[src/rtl/scc_pkg.sv]
// Shared constants and widths for the strip-chart column plotter.
`default_nettype none
package scc_pkg;

    // Ring and field widths
    localparam int RING_SLOTS        = 64;
    localparam int HISTORY_DEPTH_DEF = 64;
    localparam int SAMPLE_W          = 16;
    localparam int COL_W             = 6;
    localparam int BYTE_W            = 8;
    localparam int POS_W             = 4;

    // Configuration port
    localparam int CFG_IDX_W = 2;
    localparam logic [CFG_IDX_W-1:0] REG_RANGE_LOW  = 2'd0;
    localparam logic [CFG_IDX_W-1:0] REG_RANGE_HIGH = 2'd1;
    localparam logic [SAMPLE_W-1:0]  RANGE_LOW_RST  = 16'sd0;
    localparam logic [SAMPLE_W-1:0]  RANGE_HIGH_RST = 16'sd50;

    // Plot scaling
    localparam logic [POS_W-1:0]  TOP_PLOT_BIT = 4'd14;
    localparam logic [BYTE_W-1:0] AXIS_BIT     = 8'h80;
    // |sample - low| * 14 fits in 20 bits, |high - low| in 16 bits
    localparam int NUM_W = 20;
    localparam int DVS_W = 16;

endpackage : scc_pkg
`default_nettype wire

[src/rtl/strip_chart_column_plotter.sv]
// Top level: sample ring, column sequencer and plot position scaling.
//
// Input channel (i_valid / o_stall) carries one signed 16-bit temperature
// sample per transfer. The sample is written into a ring of HISTORY_DEPTH
// entries; then one column is sent on the output channel (o_valid / i_stall)
// per stored sample, oldest first, with o_last_column on the final one.
// Before the ring has wrapped the run holds as many columns as samples taken.
// Each column costs one RAM read, a load step, a 20-bit bit-serial division
// (skipped when the sample equals range_high or the range is flat) and an
// emit step that waits while the receiver stalls. One divider is shared by
// all columns. o_stall stays high from the transfer of a sample until its
// last column has been taken.
// A stalled column holds its payload in the output registers until taken.
// Range registers are written through i_cfg_we / i_cfg_index / i_cfg_data, by the
// user while the block is idle (not enforced); indexes beyond range_high ignored.
// Reset (synchronous, active low) empties the ring, sets range_low to 0 and
// range_high to 50. Ring contents need no clearing; only written entries
// are read.
`default_nettype none
module strip_chart_column_plotter #(
    parameter int HISTORY_DEPTH = scc_pkg::HISTORY_DEPTH_DEF
) (
    input  wire logic                          i_clk,
    input  wire logic                          i_rst_n,
    // Sample input channel
    input  wire logic                          i_valid,
    output logic                               o_stall,
    input  wire logic signed [scc_pkg::SAMPLE_W-1:0] i_sample_value,
    // Column output channel
    output logic                               o_valid,
    input  wire logic                          i_stall,
    output logic [scc_pkg::COL_W-1:0]          o_column_index,
    output logic [scc_pkg::BYTE_W-1:0]         o_upper_byte,
    output logic [scc_pkg::BYTE_W-1:0]         o_lower_byte,
    output logic                               o_last_column,
    // Configuration write port
    input  wire logic                          i_cfg_we,
    input  wire logic [scc_pkg::CFG_IDX_W-1:0] i_cfg_index,
    input  wire logic [scc_pkg::SAMPLE_W-1:0]  i_cfg_data
);

    import scc_pkg::*;

    localparam int AW = $clog2(HISTORY_DEPTH);
    localparam int CW = $clog2(HISTORY_DEPTH + 1);
    localparam logic [AW-1:0] LAST_SLOT = AW'(HISTORY_DEPTH - 1);

    typedef enum logic [2:0] {
        S_IDLE,
        S_READ,
        S_LOAD,
        S_DIV,
        S_EMIT
    } t_state;

    t_state r_state;

    logic signed [SAMPLE_W-1:0] r_range_low;
    logic signed [SAMPLE_W-1:0] r_range_high;
    logic [AW-1:0]              r_write_slot;
    logic                       r_ring_full;
    logic [AW-1:0]              r_rd_ptr;
    logic [AW-1:0]              r_col;
    logic [CW-1:0]              r_count;
    logic                       r_neg;
    logic [POS_W-1:0]           r_pos;
    logic                       r_valid;

    logic                       accept;
    logic [SAMPLE_W-1:0]        ram_q;
    logic signed [SAMPLE_W-1:0] t_val;
    logic signed [SAMPLE_W:0]   diff;
    logic signed [SAMPLE_W:0]   span;
    logic [SAMPLE_W:0]          abs_diff;
    logic [SAMPLE_W:0]          abs_span;
    logic [NUM_W-1:0]           abs_num;
    logic                       hit_high;
    logic                       flat;
    logic                       div_start;
    logic                       div_done;
    logic [NUM_W-1:0]           quo;
    logic [AW-1:0]              slot_next;
    logic                       wrap;
    logic                       full_next;
    logic                       last_col;
    logic [POS_W-1:0]           quo_pos;

    assign accept = i_valid && !o_stall;

    // Sample ring
    scc_ram #(
        .WIDTH (SAMPLE_W),
        .DEPTH (HISTORY_DEPTH)
    ) u_ring (
        .i_clk   (i_clk),
        .i_we    (accept),
        .i_waddr (r_write_slot),
        .i_wdata (i_sample_value),
        .i_raddr (r_rd_ptr),
        .o_rdata (ram_q)
    );

    // Scaling operands from the sample just read: |t - low| * 14 and |high - low|
    always_comb begin
        t_val    = $signed(ram_q);
        diff     = {t_val[SAMPLE_W-1], t_val} - {r_range_low[SAMPLE_W-1], r_range_low};
        span     = {r_range_high[SAMPLE_W-1], r_range_high}
                 - {r_range_low[SAMPLE_W-1], r_range_low};
        abs_diff = diff[SAMPLE_W] ? (SAMPLE_W+1)'(-diff) : diff;
        abs_span = span[SAMPLE_W] ? (SAMPLE_W+1)'(-span) : span;
        abs_num  = (NUM_W'(abs_diff) << 4) - (NUM_W'(abs_diff) << 1);
        hit_high = (t_val == r_range_high);
        flat     = (r_range_high == r_range_low);
    end

    assign div_start = (r_state == S_LOAD) && !hit_high && !flat;

    scc_div #(
        .NW (NUM_W),
        .DW (DVS_W)
    ) u_div (
        .i_clk      (i_clk),
        .i_rst_n    (i_rst_n),
        .i_start    (div_start),
        .i_dividend (abs_num),
        .i_divisor  (abs_span[DVS_W-1:0]),
        .o_done     (div_done),
        .o_quotient (quo)
    );

    // Position from quotient: 14 - q, clamped to 0..14; 14 when the sample lies beyond range_low
    always_comb begin
        if (quo == '0 || r_neg) begin
            quo_pos = TOP_PLOT_BIT;
        end else if (quo >= NUM_W'(TOP_PLOT_BIT)) begin
            quo_pos = '0;
        end else begin
            quo_pos = TOP_PLOT_BIT - quo[POS_W-1:0];
        end
    end

    // Ring pointer advance for the incoming sample
    always_comb begin
        wrap      = (r_write_slot == LAST_SLOT);
        slot_next = wrap ? '0 : r_write_slot + 1'b1;
        full_next = r_ring_full | wrap;
    end

    assign last_col = ((CW'(r_col) + 1'b1) == r_count);

    // Sequencer
    always_ff @(posedge i_clk) begin
        if (!i_rst_n) begin
            r_state      <= S_IDLE;
            r_write_slot <= '0;
            r_ring_full  <= 1'b0;
            r_valid      <= 1'b0;
            r_range_low  <= RANGE_LOW_RST;
            r_range_high <= RANGE_HIGH_RST;
        end else begin
            // Range register writes
            if (i_cfg_we) begin
                case (i_cfg_index)
                    REG_RANGE_LOW:  r_range_low  <= i_cfg_data;
                    REG_RANGE_HIGH: r_range_high <= i_cfg_data;
                    default: ;
                endcase
            end

            case (r_state)
                S_IDLE: begin
                    if (accept) begin
                        r_write_slot <= slot_next;
                        r_ring_full  <= full_next;
                        r_count      <= full_next ? CW'(HISTORY_DEPTH) : CW'(slot_next);
                        r_rd_ptr     <= full_next ? slot_next : '0;
                        r_col        <= '0;
                        r_state      <= S_READ;
                    end
                end
                S_READ: begin
                    r_state <= S_LOAD;
                end
                S_LOAD: begin
                    r_neg <= diff[SAMPLE_W] ^ span[SAMPLE_W];
                    if (hit_high) begin
                        r_pos   <= '0;
                        r_valid <= 1'b1;
                        r_state <= S_EMIT;
                    end else if (flat) begin
                        r_pos   <= (t_val > r_range_high) ? '0 : TOP_PLOT_BIT;
                        r_valid <= 1'b1;
                        r_state <= S_EMIT;
                    end else begin
                        r_state <= S_DIV;
                    end
                end
                S_DIV: begin
                    if (div_done) begin
                        r_pos   <= quo_pos;
                        r_valid <= 1'b1;
                        r_state <= S_EMIT;
                    end
                end
                S_EMIT: begin
                    if (!i_stall) begin
                        r_valid <= 1'b0;
                        if (last_col) begin
                            r_state <= S_IDLE;
                        end else begin
                            r_col    <= r_col + 1'b1;
                            r_rd_ptr <= (r_rd_ptr == LAST_SLOT) ? '0 : r_rd_ptr + 1'b1;
                            r_state  <= S_READ;
                        end
                    end
                end
                default: begin
                    r_state <= S_IDLE;
                end
            endcase
        end
    end

    // Column pattern from the plot position
    assign o_stall        = (r_state != S_IDLE);
    assign o_valid        = r_valid;
    assign o_column_index = COL_W'(r_col);
    assign o_last_column  = last_col;
    assign o_upper_byte   = r_pos[3] ? '0 : (BYTE_W'(1) << r_pos[2:0]);
    assign o_lower_byte   = AXIS_BIT | (r_pos[3] ? (BYTE_W'(1) << r_pos[2:0]) : '0);

endmodule : strip_chart_column_plotter
`default_nettype wire

[src/rtl/scc_ram.sv]
// Generic single-write, single-read RAM with registered read data.
`default_nettype none
module scc_ram #(
    parameter int WIDTH = 16,
    parameter int DEPTH = 64
) (
    input  wire logic                     i_clk,
    input  wire logic                     i_we,
    input  wire logic [$clog2(DEPTH)-1:0] i_waddr,
    input  wire logic [WIDTH-1:0]         i_wdata,
    input  wire logic [$clog2(DEPTH)-1:0] i_raddr,
    output logic      [WIDTH-1:0]         o_rdata
);

    logic [WIDTH-1:0] r_mem [DEPTH];
    logic [WIDTH-1:0] r_rdata;

    // Write port and registered read port
    always_ff @(posedge i_clk) begin
        if (i_we) begin
            r_mem[i_waddr] <= i_wdata;
        end
        r_rdata <= r_mem[i_raddr];
    end

    assign o_rdata = r_rdata;

endmodule : scc_ram
`default_nettype wire

[src/rtl/scc_div.sv]
// Restoring unsigned divider, one quotient bit per cycle.
`default_nettype none
module scc_div #(
    parameter int NW = 20,
    parameter int DW = 16
) (
    input  wire logic          i_clk,
    input  wire logic          i_rst_n,
    input  wire logic          i_start,
    input  wire logic [NW-1:0] i_dividend,
    input  wire logic [DW-1:0] i_divisor,
    output logic               o_done,
    output logic      [NW-1:0] o_quotient
);

    localparam int CNT_W = $clog2(NW + 1);

    logic             r_busy;
    logic             r_done;
    logic [CNT_W-1:0] r_cnt;
    logic [NW-1:0]    r_quo;
    logic [DW-1:0]    r_rem;
    logic [DW-1:0]    r_dvs;

    logic [DW:0]   rem_sh;
    logic [DW+1:0] diff;
    logic          fits;

    // Trial subtract of the shifted remainder
    always_comb begin
        rem_sh = {r_rem, r_quo[NW-1]};
        diff   = {1'b0, rem_sh} - {2'b00, r_dvs};
        fits   = ~diff[DW+1];
    end

    // Control: busy flag, step counter, done pulse
    always_ff @(posedge i_clk) begin
        if (!i_rst_n) begin
            r_busy <= 1'b0;
            r_done <= 1'b0;
            r_cnt  <= '0;
        end else begin
            r_done <= 1'b0;
            if (i_start) begin
                r_busy <= 1'b1;
                r_cnt  <= CNT_W'(NW);
            end else if (r_busy) begin
                r_cnt <= r_cnt - 1'b1;
                if (r_cnt == CNT_W'(1)) begin
                    r_busy <= 1'b0;
                    r_done <= 1'b1;
                end
            end
        end
    end

    // Datapath: quotient bits shift in as the dividend shifts out
    always_ff @(posedge i_clk) begin
        if (i_start) begin
            r_quo <= i_dividend;
            r_rem <= '0;
            r_dvs <= i_divisor;
        end else if (r_busy) begin
            r_quo <= {r_quo[NW-2:0], fits};
            r_rem <= fits ? diff[DW-1:0] : rem_sh[DW-1:0];
        end
    end

    assign o_done     = r_done;
    assign o_quotient = r_quo;

endmodule : scc_div
`default_nettype wire
[config.mk]
export PLATFORM = sky130hd
export DESIGN_NAME = strip_chart_column_plotter
export DESIGN_NICKNAME = d
export VERILOG_FILES = /design/src/rtl/scc_pkg.sv /design/src/rtl/strip_chart_column_plotter.sv /design/src/rtl/scc_ram.sv /design/src/rtl/scc_div.sv
export SDC_FILE = /design/constraint.sdc
export NUM_CORES = 1
export LEC_CHECK = 0
export BUFFER_PORTS_ARGS = -buffer_cell sky130_fd_sc_hd__buf_2
export CAP_MARGIN = 20
export CORE_MARGIN = 2
export CORE_UTILIZATION = 57
export CTS_CLUSTER_SIZE = 16
export DETAILED_ROUTE_END_ITERATION = 12
export HOLD_SLACK_MARGIN = 0.05
export PLACE_DENSITY = 0.73
export SLEW_MARGIN = 20
export SYNTH_ARGS = -nofsm -noshare
export SYNTH_HDL_FRONTEND = slang
export SYNTH_SLANG_ARGS = --single-unit
[constraint.sdc]
create_clock -name i_clk -period 9.3 [get_ports i_clk]
set_clock_uncertainty 0.2 [all_clocks]
set_input_delay 2.79 -clock i_clk [delete_from_list [all_inputs] [get_ports i_clk]]
set_output_delay 2.79 -clock i_clk [all_outputs]
set_load 0.03 [all_outputs]
# After elaboration in Yosys (flattened, before gate mapping)
# Memory sizes are Yosys's and may differ from the RTL's. A register that Yosys moved wholly into a read port is not among the register bits.
# Cells that the tools add are included.
# word_totals
reg_bits,126
ram_bits,1024
inputBits,39
output_inout_bits,25
word_cells,128
mem_count,1
# op_classes
add_sub_neg,12
order_cmp,2
n_eq_ne,16
shifts,1
n_mux,46
n_bitwise,5
n_reduce_logical,26
# memory_table
memory,words,width,read_ports,rd_ports_with_merged_regs,wr,line_no,text
u_ring.r_mem,64,16,1,1,1,scc_ram.sv:15,logic [WIDTH-1:0] r_mem [DEPTH];
# ops
cell,n
$mux W6,9
$mux W20,2
$sub A16 B16 Y17,2
$eq A16 B16 Y1,2
$mux W16,2
$mux W4,6
$pmux W6 S2,2
$ge A20 B4 Y1 const B,1
$logic_not A20 Y1,1
$sub A20 B18 Y20,1
$add A6 B1 Y6 const B,3
$sub A17 B16 Y18,1
$mux W17,1
$neg A17 Y17,1
$gt A16 B16 Y1,1
$neg A16 Y16,1
$mux W3,5
$pmux W3 S5,1
$mux W7,2
$eq A6 B6 Y1 const B,2
$mux W1,11
$mux W5,2
$mux W8,1
$pmux W4 S2,1
30 further kinds,47

# Logic depth before layout (Yosys ltp)
# logic_depth
depth_word,5
ltp_mapped,24
ltp_nobuf,24

# By module
# A second synthesis with hierarchy kept.
# hier_totals
hier_cells,3020
area_unflattened_um2,50135.6
# modules_own_cells
module,instances,cells_each,area_per_inst_um2,seq_area_each_um2
scc_ram,1,1829,40042.2,31069.8
strip_chart_column_plotter,1,862,6695.2,1581.5
scc_div,1,329,3398.3,1541.5

# Worst setup path before layout
# Ideal clock, no wire load.
# synth_path
path_kind,input port to flip-flop
start,input i_valid
end,"memory u_ring.r_mem[29][0], enable pin"
setup_time_ns,0.389
t_arrival_ns,4.400
required_time_ns,8.711
slack_ns,4.312
stages,5
n_path_buf,0
cell_sequence,nand2b_1 or3_1 nor2_1 nand3_1 nor2_1
# synth_between
elab_chain_len,3
# synth_lines
item,line_no,text
start: declaration,strip_chart_column_plotter.sv:26,"input wire logic i_valid,"
$logic_and A1 B1 Y1,strip_chart_column_plotter.sv:88,assign accept = i_valid && !o_stall;
$mux W1,scc_ram.sv:20,if (i_we) begin
$mux W1 (implied by the code),scc_ram.sv:21,r_mem[i_waddr] <= i_wdata;
end: declaration,scc_ram.sv:15,
# No other way between the ends.

# Worst setup path after layout
# layout_path
start,register r_col[0] (netlist: o_column_index[0])
end,output o_last_column
# layout_between
elab_chain_len,2
# layout_lines
item,line_no,text
start: declaration,strip_chart_column_plotter.sv:63,logic [AW-1:0] r_col;
start signal: assignment,strip_chart_column_plotter.sv:211,r_col <= r_col + 1'b1;
$add A6 B1 Y7,strip_chart_column_plotter.sv:149,assign last_col = ((CW'(r_col) + 1'b1) == r_count);
$eq A7 B7 Y1,strip_chart_column_plotter.sv:149,
end: declaration,strip_chart_column_plotter.sv:35,"output logic o_last_column,"
# No other way between the ends.

==> metrics.md <==
| Metric | Value |
|---|---|
| IO buf count | 62 |
| Cells after Synth | 3212 |
| Worst r2r src | r_range_low[13] |
| Setup TNS | 0 ns |
| Leading area contributor after synthesis | edfxtp_1 |
| Remaining DRCs | 0 |
| Fin crit share | 60.5% |
| Worst hold path class | flop to flop |
| GRT Util Overall | 27.1% |
| Fmax | 0.178 GHz |
| Yosys cell types | 95 |
| WL final | 122 mm |
| Worst Path Max Fanout | 5 |
| NumNets Final | 3463 |
| Fin Hold WS | 0.269 ns |
| Async SR Flop Fraction | 0% |
| Layout cells sized above 1 | 17.3% |
| CTS tree | done |
| Post_cts resized | 0 |
| Vias per Instance | 6.35 |
| Initial Util | 57.5% |
| Cell area after layout | 0.0556 sq mm |
| Critical Path AT | 2.64 ns |
| Synthesized cell area | 0.0499 sq mm |
| Max cap viols | 0 |
| GR Overflow Total | 0 |
| Most common cell after layout, fill and taps aside | edfxtp_1 |
| Startpoint types | flop |
| RD Place Congestion | 0.908 |
| Reg2reg setup slack | 3.78 ns |
| Die Y | 300 microns |
| Area delta synth->final | 11.4% |
| Crit end category | primary output |
| CTS Hold Bufs | 0 |
| Antenna violations before repair | 5 |
| CP required | 6.31 ns |
| DIE WIDTH | 300 microns |
| Final setup violation count | 0 |
| TritonRoute pass-1 iters | 8 |
| Fillers | 5952 |
| Largest net degree at the start of global routing | 130 |
| Slew @ Worst Pin | 1.05 ns |
| DR WL/cell | 26.6 microns |
| CTS Root Cell | clkbuf_16 |
| Syn. warnings | 0 |
| Area of the die | 0.0899 sq mm |
| RSZ-0062 raised after global routing | false |
| Period minus WS final | 5.63 ns |
| Core ar. | 0.0868 sq mm |
| Area of the multi-input gates | 0.0148 sq mm |
| TritonCTS Buffers | 111 |
| Top-area cell type share of the netlist area | 65.2% |
| EDFF count, synth | 1084 |
| Antenna viol nets, final | 0 |
| Synth area leaders | edfxtp_1 (65%), mux4_2 (6.5%), mux2i_1 (4.1%) |
| Seq/Total Area, Yosys | 68.5% |
| Top_reg_cell synth | edfxtp_1 |
| Clock buffer depth | 3 |
| Clock sink count | 1166 |
| WS Path Type | flop to primary output |
| Dpl hpwl | 74.6 mm |
| Clk slew on worst S/H paths | 0.06 ns |
| # Post-CTS Setup Buffers | 0 |
| P_leak | 18.8 nW |
| Crit Reg-Reg Endpoint | u_div.o_quotient[18] |
| Worst slew margin | 30.2% |
| Pwr Density | 231 mW/mm^2 |
| Ports | 64 |
| N_diodes | 0 |
| Max-slew violation count | 0 |
| VDD IR max | 0.221 mV |
| #FFs+latches synth | 1166 |
| First-pass GRT wire length | 182 mm |
| Detailed-route via count | 29086 |
| Worst R2R Path Depth | 22 |
| Row count | 108 |
| Hold Violations, Final | 0 |
| Mean Syn Cell Area | 15.5 sq um |
| Sequential cell area | 0.0342 sq mm |
| Clk_lat worst skew | 0.71 ns |
| Hold endpoint | r_range_low[1] |
| Most frequent cells in the layout | edfxtp_1 (1084), nand2_1 (212), mux2i_1 (206) |
| Placed instance area | 0.0518 sq mm |
| Initial DRC Count | 3047 |
| Hold wc startpoint | r_range_low[1] |
| Vias in the first global route | 29152 |
| Synth Net Count | 3343 |
| Outcome | finished, final reports clean |
| Hold Crit Depth | 2 |
| CTS H-Tree Depth | 3 |
==> routing by layer <==
layer	vias up	global-route usage (%)	part of all wire (%)
met5	-	0	0.026
met4	4	11.1	4.2
met3	253	4.57	8.5
met2	1478	45.1	49
met1	14541	35.8	38
li1	12810	-	-
==> logic make-up (layout without fill, tap and decap cells) <==
group | count (synthesis) | count (layout) | synth area share, %
buffers and inverters | 255 | 468 | 1.98
and+or+nand+nor | 563 | 563 | 5.28
AOI/OAI and AO/OA | 628 | 628 | 8.10
adders and majority gates | 92 | 92 | 2.35
DFF | 1166 | 1166 | 68.5
other | 1 | 1 | 0.00751
muxes | 418 | 418 | 12.2
xor gates and xnor gates | 89 | 89 | 1.61
==> worst max-delay path, cell delays in order (launching register included) <==
cell,delay [ns]
edfxtp_1,0.48
ha_1,0.28
xnor2_1,0.29
xnor2_1,0.11
nor4_1,0.32
nand3_1,0.19
inv_1,0.08
buf_2,0.19
==> synthesized netlist by cell type, drive strengths merged (10+ instances only) <==
master,n
clkbuf,107
nor3,33
xor2,30
and2,10
inv,106
xnor2,59
mux2,68
o221ai,65
o211ai,13
dfxtp,82
o22ai,68
nor2,163
buf,42
edfxtp,1084
a21boi,39
mux2i,206
a21o,22
nand2b,13
nor2b,15
nand2,216
or3,11
o21ai,137
nand3,30
o21a,26
mux4,144
ha,89
and3,10
nand4,12
a21oi,192
==> area by class of cell <==
class                           count  share of cell area (%)
Sequential cell                  1166                    61.5
Tap cell                         1155                    2.60
Multi-Input combinational cell   1791                    26.5
Clock buffer                      129                    5.21
Timing Repair Buffer              156                    1.91
Clock inverter                     77                    1.53
Inverter                          106                   0.716
==> sequential cells by signal (all words and copies together) (netlist names), 4 cells and up <==
name	count
u_div.o_quotient	20
r_pos	4
u_div.r_rem	16
o_column_index	6
r_write_slot	6
u_div.r_cnt	5
u_ring.o_rdata	16
r_range_low	16
u_div.r_dvs	16
u_ring.r_mem	1024
r_range_high	16
r_rd_ptr	6
r_count	7
==> through the flow <==
step	util [%]	cells	power, mW	setup WS (ns)
after floorplan	-	3212	7.66	4.31
after global placement	59.7	4373	8.21	3.25
after detailed placement	59.8	4373	8.31	3.05
after CTS	64.1	4579	12.9	3.65
after global routing	64.1	4580	13.3	3.31
final	64.1	4580	12.8	3.67
==> worst max path at each step <==
stage	from	end	slack (ns)	cells past startpoint
2_1_floorplan	i_valid	u_ring.r_mem[29][0]	4.31	5
3_3_place_gp	i_valid	u_ring.r_mem[41][0]	3.25	6
3_5_place_dp	i_valid	u_ring.r_mem[41][12]	3.05	6
4_1_cts	o_column_index[0]	o_last_column	3.65	10
5_1_grt	r_range_low[14]	u_div.o_quotient[18]	3.31	22
6_report	o_column_index[0]	o_last_column	3.67	7
==> report_power, final <==
group	switching, mW	internal, mW	leakage, nW
logic	1.42	0.866	6.54
registers	0.0784	5.87	10.4
clock network	1.95	2.65	1.82
total	3.46	9.39	18.8
(Power assumes the default switching activity.)
